[src/hw/rtl/assert_macros.svh]
// Assertion helpers shared by the RTL.
`ifndef ASSERT_MACROS_SVH
`define ASSERT_MACROS_SVH

`ifndef NO_ASSERTIONS
`define ASSERT_AT(label, clk, rst_n, prop) \
  label: assert property (@(posedge clk) disable iff (!rst_n) (prop)) \
    else $error("%m: check failed");
`define ASSERT_NEVER(label, clk, rst_n, expr) \
  label: assert property (@(posedge clk) disable iff (!rst_n) !(expr)) \
    else $error("%m: forbidden condition seen");
`else
`define ASSERT_AT(label, clk, rst_n, prop)
`define ASSERT_NEVER(label, clk, rst_n, expr)
`endif

`endif

[src/hw/rtl/rvx_pkg.sv]
`default_nettype none
// ----------------------------------------------------------------------------
// rvx_pkg
// Operation, function and status codes plus the class bits that travel from
// the front end to the execute back end.
// ----------------------------------------------------------------------------
package rvx_pkg;

  localparam int unsigned DataW = 64;
  localparam int unsigned RegFieldW = 8;

  typedef enum logic [3:0] {
    OP_IMM    = 4'd0,
    OP_ALU_R  = 4'd1,
    OP_ALU_I  = 4'd2,
    OP_GOTO   = 4'd3,
    OP_IFNZ   = 4'd4,
    OP_BR_R   = 4'd5,
    OP_BR_I   = 4'd6,
    OP_UNARY  = 4'd7,
    OP_CALL   = 4'd8,
    OP_RET    = 4'd9,
    OP_END    = 4'd10
  } op_e;

  typedef enum logic [4:0] {
    FN_ADD  = 5'd0,
    FN_SUB  = 5'd1,
    FN_MUL  = 5'd2,
    FN_DIV  = 5'd3,
    FN_MOD  = 5'd4,
    FN_EQ   = 5'd5,
    FN_NE   = 5'd6,
    FN_LT   = 5'd7,
    FN_LE   = 5'd8,
    FN_GT   = 5'd9,
    FN_GE   = 5'd10,
    FN_LAND = 5'd11,
    FN_LOR  = 5'd12,
    FN_AND  = 5'd13,
    FN_OR   = 5'd14,
    FN_XOR  = 5'd15,
    FN_SHL  = 5'd16,
    FN_SHR  = 5'd17
  } alu_fn_e;

  typedef enum logic [4:0] {
    UN_NEG = 5'd0,
    UN_NOT = 5'd1,
    UN_CMP = 5'd2,
    UN_ABS = 5'd3,
    UN_MOV = 5'd4
  } un_fn_e;

  typedef enum logic [2:0] {
    ST_OK    = 3'd0,
    ST_OVF   = 3'd1,
    ST_UNF   = 3'd2,
    ST_DIVZ  = 3'd3,
    ST_RANGE = 3'd4
  } status_e;

  // Classification done at accept time.
  typedef struct packed {
    logic alu;     // binary op writing a register
    logic branch;  // binary op steering the pc
    logic reg_b;   // right operand comes from the register file
    logic mul;     // needs the multi-cycle multiplier
    logic divmod;  // needs the divider
  } cls_t;

endpackage

`default_nettype wire

[src/hw/rtl/rvx_front.sv]
`default_nettype none
// ----------------------------------------------------------------------------
// rvx_front
// Accepts instruction transactions, classifies them and holds them in a
// two-entry queue for the execute back end.
// ----------------------------------------------------------------------------
module rvx_front #(
  parameter int unsigned PcW = 12
) (
  input  wire logic                clk_i,
  input  wire logic                rst_ni,
  input  wire logic                push_i,
  output logic                     full_o,
  input  wire logic [3:0]          operation_i,
  input  wire logic [4:0]          function_code_i,
  input  wire logic [7:0]          dest_reg_i,
  input  wire logic [7:0]          lhs_reg_i,
  input  wire logic [7:0]          rhs_reg_i,
  input  wire logic [63:0]         immediate_i,
  input  wire logic [PcW-1:0]      target_i,
  input  wire logic [PcW-1:0]      next_address_i,
  output logic                     hd_valid_o,
  input  wire logic                hd_pop_i,
  output rvx_pkg::op_e             hd_op_o,
  output logic [4:0]               hd_fn_o,
  output rvx_pkg::cls_t            hd_cls_o,
  output logic [7:0]               hd_dest_o,
  output logic [7:0]               hd_lhs_o,
  output logic [7:0]               hd_rhs_o,
  output logic [63:0]              hd_imm_o,
  output logic [PcW-1:0]           hd_tgt_o,
  output logic [PcW-1:0]           hd_nxt_o
);
  import rvx_pkg::*;

  localparam int unsigned QDepth = 2;

  op_e           op_mem_q  [QDepth];
  logic [4:0]    fn_mem_q  [QDepth];
  cls_t          cls_mem_q [QDepth];
  logic [7:0]    rd_mem_q  [QDepth];
  logic [7:0]    rl_mem_q  [QDepth];
  logic [7:0]    rr_mem_q  [QDepth];
  logic [63:0]   imm_mem_q [QDepth];
  logic [PcW-1:0] tgt_mem_q [QDepth];
  logic [PcW-1:0] nxt_mem_q [QDepth];

  logic       wr_ptr_q, wr_ptr_d;
  logic       rd_ptr_q, rd_ptr_d;
  logic [1:0] cnt_q, cnt_d;
  logic       do_push, do_pop;
  op_e        in_op;
  alu_fn_e    in_fn;
  cls_t       in_cls;

  assign full_o     = (cnt_q == 2'(QDepth));
  assign hd_valid_o = (cnt_q != 2'd0);
  assign do_push    = push_i && !full_o;
  assign do_pop     = hd_pop_i && hd_valid_o;

  always_comb begin
    in_op = op_e'(operation_i);
    in_fn = alu_fn_e'(function_code_i);
    in_cls.alu    = (in_op == OP_ALU_R) || (in_op == OP_ALU_I);
    in_cls.branch = (in_op == OP_BR_R) || (in_op == OP_BR_I);
    in_cls.reg_b  = (in_op == OP_ALU_R) || (in_op == OP_BR_R);
    in_cls.mul    = (in_cls.alu || in_cls.branch) && (in_fn == FN_MUL);
    in_cls.divmod = (in_cls.alu || in_cls.branch) &&
                    ((in_fn == FN_DIV) || (in_fn == FN_MOD));
  end

  always_comb begin
    wr_ptr_d = do_push ? !wr_ptr_q : wr_ptr_q;
    rd_ptr_d = do_pop ? !rd_ptr_q : rd_ptr_q;
    cnt_d    = cnt_q + 2'(do_push) - 2'(do_pop);
  end

  always_ff @(posedge clk_i or negedge rst_ni) begin
    if (!rst_ni) begin
      wr_ptr_q <= 1'b0;
      rd_ptr_q <= 1'b0;
      cnt_q    <= 2'd0;
    end else begin
      wr_ptr_q <= wr_ptr_d;
      rd_ptr_q <= rd_ptr_d;
      cnt_q    <= cnt_d;
    end
  end

  always_ff @(posedge clk_i) begin
    if (do_push) begin
      op_mem_q[wr_ptr_q]  <= in_op;
      fn_mem_q[wr_ptr_q]  <= function_code_i;
      cls_mem_q[wr_ptr_q] <= in_cls;
      rd_mem_q[wr_ptr_q]  <= dest_reg_i;
      rl_mem_q[wr_ptr_q]  <= lhs_reg_i;
      rr_mem_q[wr_ptr_q]  <= rhs_reg_i;
      imm_mem_q[wr_ptr_q] <= immediate_i;
      tgt_mem_q[wr_ptr_q] <= target_i;
      nxt_mem_q[wr_ptr_q] <= next_address_i;
    end
  end

  assign hd_op_o   = op_mem_q[rd_ptr_q];
  assign hd_fn_o   = fn_mem_q[rd_ptr_q];
  assign hd_cls_o  = cls_mem_q[rd_ptr_q];
  assign hd_dest_o = rd_mem_q[rd_ptr_q];
  assign hd_lhs_o  = rl_mem_q[rd_ptr_q];
  assign hd_rhs_o  = rr_mem_q[rd_ptr_q];
  assign hd_imm_o  = imm_mem_q[rd_ptr_q];
  assign hd_tgt_o  = tgt_mem_q[rd_ptr_q];
  assign hd_nxt_o  = nxt_mem_q[rd_ptr_q];

endmodule

`default_nettype wire

[config.mk]
export PLATFORM = sky130hd
export DESIGN_NAME = rvx_front
export DESIGN_NICKNAME = d
export VERILOG_FILES = /design/src/hw/rtl/assert_macros.svh /design/src/hw/rtl/rvx_pkg.sv /design/src/hw/rtl/rvx_front.sv
export SDC_FILE = /design/constraint.sdc
export NUM_CORES = 1
export LEC_CHECK = 0
export ABC_AREA = 0
export ABC_CLOCK_PERIOD_IN_PS = 17000
export BUFFER_PORTS_ARGS = -buffer_cell sky130_fd_sc_hd__buf_2
export CORE_ASPECT_RATIO = 1.75
export CORE_MARGIN = 8
export CORE_UTILIZATION = 58
export CTS_BUF_LIST = sky130_fd_sc_hd__clkbuf_2 sky130_fd_sc_hd__clkbuf_4 sky130_fd_sc_hd__clkbuf_8
export DETAILED_ROUTE_END_ITERATION = 10
export HOLD_SLACK_MARGIN = 0.12
export PLACE_DENSITY = 0.87
export REMOVE_ABC_BUFFERS = 1
export SETUP_SLACK_MARGIN = 0.4
export SYNTH_ARGS = -nofsm -noshare
export SYNTH_HDL_FRONTEND = slang
export SYNTH_SLANG_ARGS = --single-unit
[constraint.sdc]
create_clock -name clk_i -period 17 [get_ports clk_i]
set_input_delay 0.85 -clock clk_i [delete_from_list [all_inputs] [get_ports clk_i]]
set_output_delay 0.85 -clock clk_i [all_outputs]
set_load 0.03 [all_outputs]
==> metrics.csv, run 1 <==
metric,value,unit
status,completed,
CTS Buf Count,36,
share of cells above drive strength 1,0.614,
first-pass GRT wire length,29.1,mm
Total GRT Usage,0.185,
clock latency at the later pin of the worst-skew pair,0.49,ns
routed len/inst,21.6,um
Post-CTS Repair Setup Buffers,0,
Synth Flop Type,edfxtp_1,
number of global-route vias before repair,5511,
proportion of synthesized area in mux cells,0.162,
"Clk pin slew, worst setup/hold paths",0.06,ns
CP Launch Type,flop,
growth of design area from synthesis to finish,23.0,%
Core ar.,16200,sq um
Ys Warns,0,
CP bufs+invs,2,
Cell variety after synth,23,
post-route ant nets,0,
most frequent cells in the layout,"edfxtp_1 (252), buf_2 (252), mux2_2 (96), clkbuf_8 (37), mux2_4 (30)",
Max Slew Vio Count,0,
R2R depth,3,
Worst Clk Skew,0.0176,ns
boundary pin count,253,
XOR/XNOR Fraction of Synth Area,0.00462,
FF-to-FF End,imm_mem_q[1][2],
final hold viol count,0,
Clock Sinks,256,
crit-path cells,buf_4 -> mux2_2 -> buf_2,
Port-buffer cells,252,
worst setup path class,reg2out,
RSZ-0062 raised after global routing,no,
post-synthesis register bit count,256,
Final setup viols,0,
Starting Density,0.584,
"slowest stage cell, crit path",dfrtp_4,
Top delay family on crit path,buffers and inverters,
worst hold path class,in2async,
Async SR Flop Fraction,0.0156,
DP HPWL,14.1,mm
largest net degree at the start of global routing,72,
Synth Area in Compound Gates,0.000528,
hold buffers post-CTS,0,
die extent in x,113,um
syn avg cell area,22.6,sq um
fmax,0.259,GHz
Root Buffer,clkbuf_8,
largest family of logic cells by synthesized area,multiplexers,
DR pass1 iterations,6,
routability cong.,0.787,
area of the mapped netlist,9470,sq um
post-layout minimum cycle time,3.86,ns
Initial DRC Count,201,
MaxCap Viol Count,0,
CTS max path bufs,3,
crit-path max cell delay,1.00,ns
max_slew headroom,0.359,
leakage,4.49,nW
DIE HEIGHT,185,um
Util after Layout,0.719,
start of the worst register-to-register path,cnt_q[1],
initial antenna violation count,6,
post-cts resize count,0,
DRC Markers,0,
power per cell area,188,nW/um^2
Die Area,20800,sq um
final worst-path cycle share,0.227,
adder and majority cell fraction of the synthesized area,0.00264,
WP data required,16.15,ns
setup TNS,0,ns
Max VDD drop,0.000158,V
flop2flop setup slack,14.42,ns
CTS tree,yes,
Final nets,827,
critical path peak fanout,65,
grt total ovfl,0,
total routed wirelength,19.9,mm
critical path arrival,3.01,ns
FP Rows,62,
CTS HTree Levels,2,
vias,4925,
register area share after synthesis,0.810,
Post-synth EDFFs,252,
simple-gate share of the synthesized area,0.00951,
Via density,5.35,
crit end category,output pin,
Slew @ Worst Pin,0.962,ns
Mapped Cells,420,
synth_stat cells (2+ instances only):
master / instances / area, sq um
mux2_2: 96 / 1080
inv_1: 2 / 7.51
nor3b_1: 2 / 15.0
mux2_4: 30 / 450
buf_6: 5 / 56.3
ha_1: 2 / 25.0
edfxtp_1: 252 / 7570
buf_2: 9 / 45.0
dfrtp_1: 4 / 100
nand2_1: 2 / 7.51
xor2_1: 2 / 17.5
xnor2_1: 3 / 26.3
sequential cells by signal, indices dropped and copies added (netlist names):
signal	count
nxt_mem_q	24
tgt_mem_q	24
op_mem_q	8
imm_mem_q	128
rd_mem_q	16
cls_mem_q	10
fn_mem_q	10
cnt_q	2
rl_mem_q	16
rr_mem_q	16
wr_ptr_q	1
rd_ptr_q	1
final cells by class:
cell class / instances / area (sq um)
Antenna cell: 4 / 10.0
Clock buffer: 52 / 622
Clock inverter: 11 / 103
Fill cell: 976 / 4560
Inverter: 2 / 7.51
Multi-Input combinational cell: 148 / 1710
Sequential cell: 256 / 7670
Tap cell: 192 / 240
Timing Repair Buffer: 256 / 1290
power by group:
group | total (mW) | internal, mW | leakage (nW) | switching, mW
logic | 0.791 | 0.279 | 1.71 | 0.512
clock network | 0.472 | 0.266 | 0.387 | 0.206
registers | 0.931 | 0.865 | 2.39 | 0.0654
total | 2.19 | 1.41 | 4.49 | 0.784
worst register-to-register path, cell delays in order, from the launching register on:
cell      delay, ns
dfrtp_1        0.41
nand2b_1       0.13
and3_4         0.82
buf_4          0.78
cell families after synthesis:
family / Yosys count
AOI/OAI and AO/OA: 1
xor gates and xnor gates: 5
adders and majority gates: 2
buffers and inverters: 16
DFF: 256
muxes: 126
and+or+nand+nor: 14
stage by stage:
stage / hold WS [ns] / instances / total power [mW] / setup WS, ns / instance area, sq um
after floorplan: 0.460 / 406 / 1.55 / 10.21 / 9370
final: 0.156 / 921 / 2.19 / 13.14 / 11700
after CTS: 0.133 / 917 / 2.22 / 13.09 / 11600
after detailed placement: 0.496 / 854 / 1.75 / 13.62 / 10900
after global routing: 0.132 / 920 / 2.29 / 12.97 / 11600
after global placement: 0.477 / 854 / 1.72 / 13.68 / 10900
worst max path at each step:
stage / startpoint / end / slack [ns] / depth (start not counted)
after floorplan: push_i / cls_mem_q[0][0] / 10.21 / 2
after global placement: rd_ptr_q / hd_imm_o[8] / 13.68 / 3
after detailed placement: rd_ptr_q / hd_imm_o[8] / 13.62 / 3
after CTS: rd_ptr_q / hd_imm_o[8] / 13.09 / 3
after global routing: rd_ptr_q / hd_nxt_o[10] / 12.97 / 3
final: rd_ptr_q / hd_tgt_o[0] / 13.14 / 3
per-layer routing:
metal | GRT usage | part of all wire | wire length (um) | vias to the layer above
met4 | 0.127 | 0.050 | 999 | 6
met2 | 0.345 | 0.57 | 11400 | 190
met1 | 0.168 | 0.31 | 6220 | 2430
met3 | 0.0522 | 0.061 | 1220 | 61
met5 | 0 | 0.0018 | 36 | -
li1 | - | - | - | 2238
No activity file was read; power rests on OpenSTA's default activity.
==> inputs of run 2 (changes only) <==
--- a/config.mk
+++ b/config.mk
@@ -6,15 +6,15 @@
 export NUM_CORES = 1
 export LEC_CHECK = 0
 export ABC_AREA = 0
-export ABC_CLOCK_PERIOD_IN_PS = 17000
+export ABC_CLOCK_PERIOD_IN_PS = 3610
 export BUFFER_PORTS_ARGS = -buffer_cell sky130_fd_sc_hd__buf_2
 export CORE_ASPECT_RATIO = 1.75
 export CORE_MARGIN = 8
-export CORE_UTILIZATION = 58
+export CORE_UTILIZATION = 54
 export CTS_BUF_LIST = sky130_fd_sc_hd__clkbuf_2 sky130_fd_sc_hd__clkbuf_4 sky130_fd_sc_hd__clkbuf_8
 export DETAILED_ROUTE_END_ITERATION = 10
 export HOLD_SLACK_MARGIN = 0.12
-export PLACE_DENSITY = 0.87
+export PLACE_DENSITY = 0.82
 export REMOVE_ABC_BUFFERS = 1
 export SETUP_SLACK_MARGIN = 0.4
 export SYNTH_ARGS = -nofsm -noshare
==> constraint.sdc (replaced) <==
create_clock -name clk_i -period 3.61 [get_ports clk_i]
set_input_delay 0.1805 -clock clk_i [delete_from_list [all_inputs] [get_ports clk_i]]
set_output_delay 0.1805 -clock clk_i [all_outputs]
set_load 0.03 [all_outputs]
==> run 2 against run 1 <==
Effect of this change: via count is 11% higher; register-to-register slack lost 13 ns; clock skew up 0.0040 ns; clock-buffer cell count shrank 8; sequential share of layout area decreased by 6.3 points; die area is 6.5% higher; final cell count is 17% higher; highest routed layer unchanged.
==> metrics.csv, run 2 (same netlist as run 1, synthesis figures left out) <==
metric,value,unit
fin area,12900,sq um
# placed instances,896,
flop2flop setup slack,1.61,ns
start of the worst register-to-register path,cnt_q[0],
Largest regs,"imm_mem_q x128, nxt_mem_q x24, tgt_mem_q x24",
DP HPWL,13.5,mm
Core ar.,17400,sq um
grt total ovfl,0,
worst hold path class,in2reg,
CTS HTree Levels,2,
Via density,5.06,
CTS max path bufs,3,
critical path arrival,2.15,ns
routed len/inst,20.6,um
setup slack after layout,1.28,ns
total routed wirelength,22.3,mm
DP Worst Slack,1.61,ns
dpl cell area,11000,sq um
status,completed,
final hold viol count,0,
share of cells above drive strength 1,0.518,
fmax,0.428,GHz
Die Area,22200,sq um
vias,5475,
Slew @ Worst Pin,0.959,ns
Final nets,955,
WP data required,3.43,ns
growth of design area from synthesis to finish,36.0,%
DR pass1 iterations,4,
setup TNS,0,ns
Max Slew Vio Count,0,
post-layout minimum cycle time,2.33,ns
CP startpoint,rd_ptr_q,
Min Hold Slack,0.405,ns
CTS tree,yes,
Total GRT Usage,0.198,
boundary pin count,253,
leakage,4.97,nW
RSZ-0062 raised after global routing,no,
"Clk pin slew, worst setup/hold paths",0.06,ns
post-route ant nets,0,
Initial DRC Count,242,
Clock Sinks,256,
Post-Layout Cell Count,1082,
number of global-route vias before repair,6218,
FF-to-FF End,imm_mem_q[0][6],
power per cell area,801,nW/um^2
largest net degree at the start of global routing,74,
crit-path cells,buf_4 -> mux2_2 -> buf_2,
DRC Markers,0,
Worst Clk Skew,0.0216,ns
total power,10.3,mW
CP endpoint,hd_imm_o[6],
crit end category,output pin,
FP Rows,64,
crit-path max cell delay,0.59,ns
Root Buffer,clkbuf_8,
most frequent cells in the layout,"edfxtp_1 (252), buf_2 (252), dlygate4sd3_1 (125), mux2_2 (96), clkbuf_8 (37)",
clock latency at the later pin of the worst-skew pair,0.50,ns
CP Launch Type,flop,
initial antenna violation count,5,
Post-CTS Repair Setup Buffers,0,
max_slew headroom,0.361,
Max VDD drop,0.000518,V
MaxCap Viol Count,0,
worst setup path class,reg2out,
"slowest stage cell, crit path",buf_4,
CTS Buf Count,36,
DIE HEIGHT,191,um
final worst-path cycle share,0.647,
Port-buffer cells,252,
Util after Layout,0.741,
Starting Density,0.545,
critical path peak fanout,52,
post-cts resize count,0,
hold buffers post-CTS,125,
die extent in x,116,um
first-pass GRT wire length,33.0,mm
max reg flops,128,
R2R depth,4,
Final setup viols,0,
routability cong.,0.765,
Biggest register,imm_mem_q,
[run 2: changes by cell type in the layout (fill, tap and decap cells not counted), sizes merged]
cell / previous run / this run
clkinv: 9 / 13
buf: 256 / 259
dlygate4sd3: 0 / 125
bufinv: 2 / 0
clkbuf: 52 / 44
[run 2: worst min path at each step]
stage                       from              end  slack (ns)  depth (start not counted)
2_1_floorplan             rst_ni         cnt_q[0]       -0.12                          0
3_3_place_gp              rst_ni         cnt_q[0]       -0.01                          1
3_5_place_dp              rst_ni         cnt_q[1]      -0.006                          1
4_1_cts        next_address_i[3]  nxt_mem_q[0][3]        0.38                          2
5_1_grt        next_address_i[3]  nxt_mem_q[0][3]        0.39                          2
6_report       next_address_i[3]  nxt_mem_q[0][3]        0.41                          2
[run 2: routing by layer]
layer / wire (um) / GRT usage
met2: 12700 / 0.375
met3: 1350 / 0.0462
met1: 7160 / 0.187
met4: 1050 / 0.112
met5: 10 / 0
[run 2: area by class of cell]
| cell class | count | area, sq um |
|---|---|---|
| diodes | 4 | 10.0 |
| clock buffers | 44 | 562 |
| clock inverters | 13 | 55.1 |
| fillers | 1000 | 4500 |
| inverters | 2 | 7.51 |
| multi-input cells | 148 | 1710 |
| flip-flops and latches | 256 | 7670 |
| well taps | 231 | 289 |
| repair buffers | 384 | 2580 |
[run 2: critical path, delay by kind of cell (launching register included)]
kind	cells	cell delay, ns
DFF	1	0.41
muxes	1	0.44
buffers and inverters	2	0.78
[run 2: where the power goes]
group	switching, mW	total (mW)	internal, mW	leakage, nW
Combinational	2.64	4.07	1.42	2.25
Clock	0.985	2.00	1.02	0.330
Sequential	0.174	4.25	4.07	2.39
